<file path="src/hdl/event_interest_table_ready_queue_macros.svh">
// Assertion helpers used by the top-level file to check block behavior.
`ifndef EVENT_INTEREST_TABLE_READY_QUEUE_MACROS_SVH
`define EVENT_INTEREST_TABLE_READY_QUEUE_MACROS_SVH

// The consequence must hold in the same cycle as the condition.
`define EITRQ_ASSERT_NOW(lbl, clk, rstn, pre, post) \
    lbl: assert property (@(posedge clk) disable iff (!rstn) (pre) |-> (post)) \
        else $error("event table check failed in the same cycle");

// The consequence must hold in the cycle after the condition.
`define EITRQ_ASSERT_NEXT(lbl, clk, rstn, pre, post) \
    lbl: assert property (@(posedge clk) disable iff (!rstn) (pre) |=> (post)) \
        else $error("event table check failed in the next cycle");

`endif

</file>
<file path="src/hdl/eitrq_pkg.sv">
`default_nettype none
package eitrq_pkg;

    typedef enum logic [2:0] {
        KIND_CREATE = 3'd0,
        KIND_CLOSE  = 3'd1,
        KIND_ADD    = 3'd2,
        KIND_MODIFY = 3'd3,
        KIND_DELETE = 3'd4,
        KIND_NOTIFY = 3'd5,
        KIND_CLEAR  = 3'd6,
        KIND_WAIT   = 3'd7
    } kind_t;

    typedef enum logic [1:0] {
        ST_OK    = 2'd0,
        ST_ERR   = 2'd1,
        ST_EMPTY = 2'd2
    } status_t;

    // A wait never returns more items than this.
    localparam int RESULT_CAP = 16;
    localparam int CAP_W      = 5;

    localparam logic [31:0] EDGE_MASK_RESET = 32'h8000_0000;

    localparam int IN_W   = 160;
    localparam int OUT_W  = 104;

    // Commands from the controller to the datapath.
    typedef struct packed {
        logic    latch;
        logic    create;
        logic    close;
        logic    inst_req;
        logic    inst_zero;
        logic    inst_inc;
        logic    scan_start;
        logic    scan_read;
        logic    scan_check;
        logic    add;
        logic    modify;
        logic    remove;
        logic    notify;
        logic    clear_rdy;
        logic    ring_read;
        logic    emit;
        logic    emit_pop;
        status_t emit_status;
    } cmd_t;

    // Status from the datapath to the controller.
    typedef struct packed {
        kind_t kind;
        logic  req_ok;
        logic  any_free;
        logic  batch_ok;
        logic  ring_empty;
        logic  hit;
        logic  scan_last;
        logic  found;
        logic  free_found;
        logic  inst_active;
        logic  inst_last;
        logic  out_free;
        logic  pop_last;
    } stat_t;

endpackage
`default_nettype wire

</file>
<file path="src/hdl/eitrq_ctrl.sv">
`default_nettype none
module eitrq_ctrl
    import eitrq_pkg::*;
(
    input  wire logic  aclk,
    input  wire logic  aresetn,
    input  wire logic  s_tvalid,
    output logic       s_tready,
    input  wire stat_t stat,
    output cmd_t       cmd
);

    typedef enum logic [3:0] {
        S_IDLE,
        S_DISPATCH,
        S_SCAN_RD,
        S_SCAN_CHK,
        S_APPLY,
        S_INST_CHK,
        S_INST_NEXT,
        S_RESP,
        S_WAIT_RD,
        S_WAIT_EMIT
    } state_t;

    state_t  state_reg, state_next;
    status_t resp_reg, resp_next;

    assign s_tready = (state_reg == S_IDLE);

    always_comb begin
        cmd        = '0;
        cmd.emit_status = ST_OK;
        state_next = state_reg;
        resp_next  = resp_reg;
        case (state_reg)
            S_IDLE: begin
                if (s_tvalid) begin
                    cmd.latch  = 1'b1;
                    state_next = S_DISPATCH;
                end
            end
            S_DISPATCH: begin
                state_next = S_RESP;
                resp_next  = ST_ERR;
                case (stat.kind)
                    KIND_CREATE: begin
                        if (stat.any_free) begin
                            cmd.create = 1'b1;
                            resp_next  = ST_OK;
                        end
                    end
                    KIND_CLOSE: begin
                        if (stat.req_ok) begin
                            cmd.close = 1'b1;
                            resp_next = ST_OK;
                        end
                    end
                    KIND_ADD, KIND_MODIFY, KIND_DELETE: begin
                        if (stat.req_ok) begin
                            cmd.inst_req   = 1'b1;
                            cmd.scan_start = 1'b1;
                            state_next     = S_SCAN_RD;
                        end
                    end
                    KIND_NOTIFY, KIND_CLEAR: begin
                        cmd.inst_zero = 1'b1;
                        state_next    = S_INST_CHK;
                    end
                    KIND_WAIT: begin
                        if (stat.req_ok && stat.batch_ok) begin
                            if (stat.ring_empty) begin
                                resp_next = ST_EMPTY;
                            end else begin
                                cmd.ring_read = 1'b1;
                                state_next    = S_WAIT_EMIT;
                            end
                        end
                    end
                    default: begin
                        state_next = S_RESP;
                    end
                endcase
            end
            S_SCAN_RD: begin
                cmd.scan_read = 1'b1;
                state_next    = S_SCAN_CHK;
            end
            S_SCAN_CHK: begin
                cmd.scan_check = 1'b1;
                if (stat.hit || stat.scan_last) begin
                    state_next = S_APPLY;
                end else begin
                    state_next = S_SCAN_RD;
                end
            end
            S_APPLY: begin
                state_next = S_RESP;
                resp_next  = ST_ERR;
                case (stat.kind)
                    KIND_ADD: begin
                        if (!stat.found && stat.free_found) begin
                            cmd.add   = 1'b1;
                            resp_next = ST_OK;
                        end
                    end
                    KIND_MODIFY: begin
                        if (stat.found) begin
                            cmd.modify = 1'b1;
                            resp_next  = ST_OK;
                        end
                    end
                    KIND_DELETE: begin
                        if (stat.found) begin
                            cmd.remove = 1'b1;
                            resp_next  = ST_OK;
                        end
                    end
                    KIND_NOTIFY: begin
                        cmd.notify = stat.found;
                        state_next = S_INST_NEXT;
                    end
                    KIND_CLEAR: begin
                        cmd.clear_rdy = stat.found;
                        state_next    = S_INST_NEXT;
                    end
                    default: begin
                        state_next = S_RESP;
                    end
                endcase
            end
            S_INST_CHK: begin
                if (stat.inst_active) begin
                    cmd.scan_start = 1'b1;
                    state_next     = S_SCAN_RD;
                end else begin
                    state_next = S_INST_NEXT;
                end
            end
            S_INST_NEXT: begin
                if (stat.inst_last) begin
                    resp_next  = ST_OK;
                    state_next = S_RESP;
                end else begin
                    cmd.inst_inc = 1'b1;
                    state_next   = S_INST_CHK;
                end
            end
            S_RESP: begin
                if (stat.out_free) begin
                    cmd.emit        = 1'b1;
                    cmd.emit_status = resp_reg;
                    state_next      = S_IDLE;
                end
            end
            S_WAIT_RD: begin
                cmd.ring_read = 1'b1;
                state_next    = S_WAIT_EMIT;
            end
            S_WAIT_EMIT: begin
                if (stat.out_free) begin
                    cmd.emit_pop = 1'b1;
                    state_next   = stat.pop_last ? S_IDLE : S_WAIT_RD;
                end
            end
            default: begin
                state_next = S_IDLE;
            end
        endcase
    end

    always_ff @(posedge aclk) begin
        if (!aresetn) begin
            state_reg <= S_IDLE;
            resp_reg  <= ST_OK;
        end else begin
            state_reg <= state_next;
            resp_reg  <= resp_next;
        end
    end

endmodule
`default_nettype wire

</file>
<file path="config.mk">
export PLATFORM = sky130hd
export DESIGN_NAME = eitrq_ctrl
export DESIGN_NICKNAME = d
export VERILOG_FILES = /design/src/hdl/event_interest_table_ready_queue_macros.svh /design/src/hdl/eitrq_pkg.sv /design/src/hdl/eitrq_ctrl.sv
export SDC_FILE = /design/constraint.sdc
export NUM_CORES = 1
export LEC_CHECK = 0
export BUFFER_PORTS_ARGS = -buffer_cell sky130_fd_sc_hd__buf_2
export CAP_MARGIN = 20
export CORE_MARGIN = 1.5
export CORE_UTILIZATION = 30
export CTS_CLUSTER_DIAMETER = 30
export CTS_CLUSTER_SIZE = 30
export DETAILED_ROUTE_END_ITERATION = 12
export SYNTH_ARGS = -nofsm -noshare
export SYNTH_HDL_FRONTEND = slang
export SYNTH_SLANG_ARGS = --single-unit
</file>
<file path="constraint.sdc">
create_clock -name aclk -period 1.6 [get_ports aclk]
set_clock_uncertainty 0.15 [all_clocks]
set_input_delay 0.24 -clock aclk [delete_from_list [all_inputs] [get_ports aclk]]
set_output_delay 0.24 -clock aclk [all_outputs]
set_load 0.1 [all_outputs]
</file>
# After elaboration in Yosys (flattened, before gate mapping)
# Cells that the tools add are included.
dict set report word_totals {
  register_bits 6
  input_bits 18
}
dict set report op_classes {
  n_eq_ne 20
  muxes 55
  reduce_logical 12
}
# operator count
set ops {}
lappend ops {{4-bit case mux with 10 select lines} 1}
lappend ops {{1-bit 2-to-1 mux} 31}
lappend ops {{4-bit 2-to-1 mux} 7}
lappend ops {{4-bit by 3-bit == test with 1-bit output (second input constant)} 4}
lappend ops {{3-bit == test (second input constant)} 4}
lappend ops {{2-bit 2-to-1 mux} 6}
lappend ops {{2-bit case mux with 3 select lines} 2}
lappend ops {{4-bit case mux with 3 select lines} 1}
lappend ops {{3-bit 2-to-1 mux} 3}
lappend ops {{4-bit by 2-bit == test with 1-bit output (second input constant)} 2}
lappend ops {{4-bit == test (second input constant)} 2}
lappend ops {{2-bit != test (second input constant)} 4}
lappend ops {{3-bit by 2-bit == test with 1-bit output (second input constant)} 2}
lappend ops {{5-bit 2-to-1 mux} 1}
lappend ops {{4-bit by 1-bit == test with 1-bit output (second input constant)} 1}
lappend ops {{4-bit zero test} 1}
lappend ops {{1-bit case mux with 2 select lines} 2}
lappend ops {{2-bit case mux with 2 select lines} 1}
lappend ops {{2-bit OR reduction} 2}
lappend ops {{3-bit by 1-bit == test with 1-bit output (second input constant)} 1}
lappend ops {{3-bit zero test} 1}
lappend ops {{3-bit AND reduction} 1}
lappend ops {{3-bit nonzero test} 1}
lappend ops {{3-bit OR reduction} 1}
lappend ops {{other kinds (4)} 5}

# Logic depth before layout (Yosys ltp)
dict set report depth {
  word_depth 5
  depth_mapped 7
}

# Worst setup path after synthesis
# OpenSTA, ideal clock, no wires.
dict set report synth_path {
  kind {reg2out}
  from {register state_reg[2]}
  to {output cmd[18] (netlist name)}
  arrival_time_ns 3.130
  t_required_ns 1.210
  setup_slack_ns -1.920
  stages_incl_launch_ff 4
  path_cell_list {dfxtp_1 > buf_2 > nor4_2 > and2_1}
}
# element line
set synth_lines {}
lappend synth_lines {{start, declared} eitrq_ctrl.sv:26} ;# state_t state_reg, state_next;
lappend synth_lines {{start signal, assigned} eitrq_ctrl.sv:177} ;# state_reg <= state_next;
lappend synth_lines {{end, declared} eitrq_ctrl.sv:10} ;# output cmd_t cmd

==> results.txt <==
Status - finished with violations
Failing checks - negative setup slack
Yosys top cell area share - 0.151
Most common cell in the synthesized netlist - nor2_1
Sw power - 1.48 mW
Vias in the first global route - 1180
Post-synthesis register bit count - 6
Clock input transition at the sequential cells of the worst setup and hold paths - 50 ps
Root Buffer - clkbuf_4
RSZ-0062 raised after global routing - yes
Syn_nets - 136
YS warnings - 0
Initial drt markers - 19
Internal Power - 1.53 mW
Syn Inst Count - 118
Pin count of the biggest net entering global routing - 14
DRC - 0
Switch share - 0.491
P_leak - 0.849 nW
Placed inst area - 1670 um2
Final worst path period share - 1.23
Nets - 216
Setup ws final - -371 ps
First-pass GRT wire length - 4970 um
Mapped cell area - 793 um2
Overflow after GRT - 0
Total Power - 3.00 mW
Worst rel slew slack - 0.735
Die height - 54.4 um
Critical path buffers and inverters - 1
Top-Level Pins - 38
Iteration count of the initial detailed-routing pass - 4
Fin Hold WS - 130 ps
Initial antenna violation count - 0
Largest delay share family, worst path - simple AND/OR/NAND/NOR gates
Share of layout cells above drive strength 1 - 0.673
Total wire length - 3330 um
DR vias - 1178
PortBufs - 37
Post-route minimum period - 1970 ps
Top_reg_cell synth - dfxtp_1
Hold Buf Count CTS - 0
Dominant cells by area after synthesis - dfxtp_1 (15%), nor2_1 (8.0%), nand2_1 (6.6%)
Synth cell types - 41
Clock Sink Count - 6
Clock insertion delay at the later pin of the skew report - 250 ps
Power Density - 1510 nW/um2
Maxcap violations - 0
Slew Viols, Final - 0
Critical Path End Type - output pin
Crit Path Max Fanout - 4
TritonCTS clock tree - done
Post-DRT Antenna Nets - 0
HPWL after DPL - 2120 um
CTS max path bufs - 2
Worst Path Required - 1210 ps
Post-route cell area - 1990 um2
CP arrival - 1580 ps
Post-synth ARST share - 0
Hold wc startpoint - aresetn
Slowest library cell on the worst path - dfxtp_4
Clock power frac - 0.050
Starting Density - 0.317
Core box area - 2500 um2
Area delta synth->final - 151%
Total GRT Usage - 0.233
Post-Syn Area per Cell - 6.72 um2
Diode count - 0
Row cnt - 18
R2r startpoint - state_reg[1]
Final Setup Violations - 21
Layout Cells excl Fill - 226
Worst setup startpoint - state_reg[3]
Worst-path cell chain - nor4b_4, nand3_4, nor3b_4, buf_12
Slowest stage delay, CP - 360 ps
CTS Buf Count - 3
# fillers - 156
Die width - 54.4 um
Leading area contributor after synthesis - dfxtp_1
Register share of total power - 0.095
Vias per cell - 5.21
Post-DR wirelength/cell - 14.7 um
Gate power share - 0.854
Dpl cells - 208
Number of flip-flops in the largest register - 4
Hold crit path type - in2reg
Worst Setup Start Kind - flip-flop
List of most frequent post-synthesis cells - nor2_1 (17), nand2_1 (14), buf_2 (7), o21ai_0 (7)
VDD IR max - 1830 uV
Hold Vio Cnt, Final - 0
Fmax - 507 MHz
CP Class - reg2out
GPL Wtd Cong - 0.812
H-tree levels - 1
Worst Tran Pin Value - 396 ps
DIE AREA - 2960 um2
Sequential area share after synthesis - 0.151
EDFF count, synth - 0
cell type report:
| type | count | area (um2) | share of cell area |
|---|---|---|---|
| Timing Repair Buffer | 83 | 902 | 0.453 |
| Clock buffer | 3 | 22.5 | 0.0113 |
| Sequential cell | 6 | 133 | 0.0666 |
| Inverter | 2 | 7.51 | 0.00377 |
| Multi-Input combinational cell | 102 | 888 | 0.446 |
| Tap cell | 30 | 37.5 | 0.0189 |
per-layer routing:
layer | part of all wire | track usage | up-vias
met5 | 0 | 0 | -
met4 | 0.032 | 0.121 | 0
met3 | 0.040 | 0.0109 | 8
met2 | 0.55 | 0.452 | 50
met1 | 0.38 | 0.251 | 540
li1 | - | - | 580
worst paths after layout:
kind             endpoint  slack, ps  cells after the start
max                cmd[6]       -370                      4
min          state_reg[1]        130                      2
max reg2reg  state_reg[3]        -50                      7
min reg2reg   resp_reg[1]        380                      2
kinds of logic after synthesis:
logic type | share of synthesized area
mux | 0.0394
simple gates | 0.503
xor+xnor | 0.0110
flops | 0.151
compound gates | 0.227
buf+inv | 0.0678
cell usage in the layout (no fill, tap or decap), types with 4 or more instances in the layout:
cell type and count:
buf_12 23, buf_2 17, buf_4 35, buf_6 7, nand2_1 12, nor2_1 6
nor2_4 10, nor2b_1 4, o21ai_0 5
timing repair:
action / CTS / global route
setup endpoints to repair: 24 / 25
pin swaps: 11 / 12
gates resized for setup: 25 / 16
buffers inserted: 11 / 9
power by group through the flow:
stage          Combinational [mW]  Clock [mW]  Sequential [mW]
2_1_floorplan                1.27           0            0.269
3_3_place_gp                 1.91           0            0.243
3_5_place_dp                 1.93           0            0.246
4_1_cts                      2.25       0.148            0.274
5_1_grt                      2.70       0.158            0.293
6_report                     2.57       0.151            0.287
metrics by stage:
stage	setup slack, ps	utilization	TNS (ps)
6_report	-371	0.796	-4770
5_1_grt	-439	0.796	-5830
4_1_cts	-359	0.749	-4310
3_5_place_dp	-152	0.666	-1430
3_3_place_gp	-128	0.666	-999
2_1_floorplan	-873	-	-7720
Power figures use the tool's default switching activity.
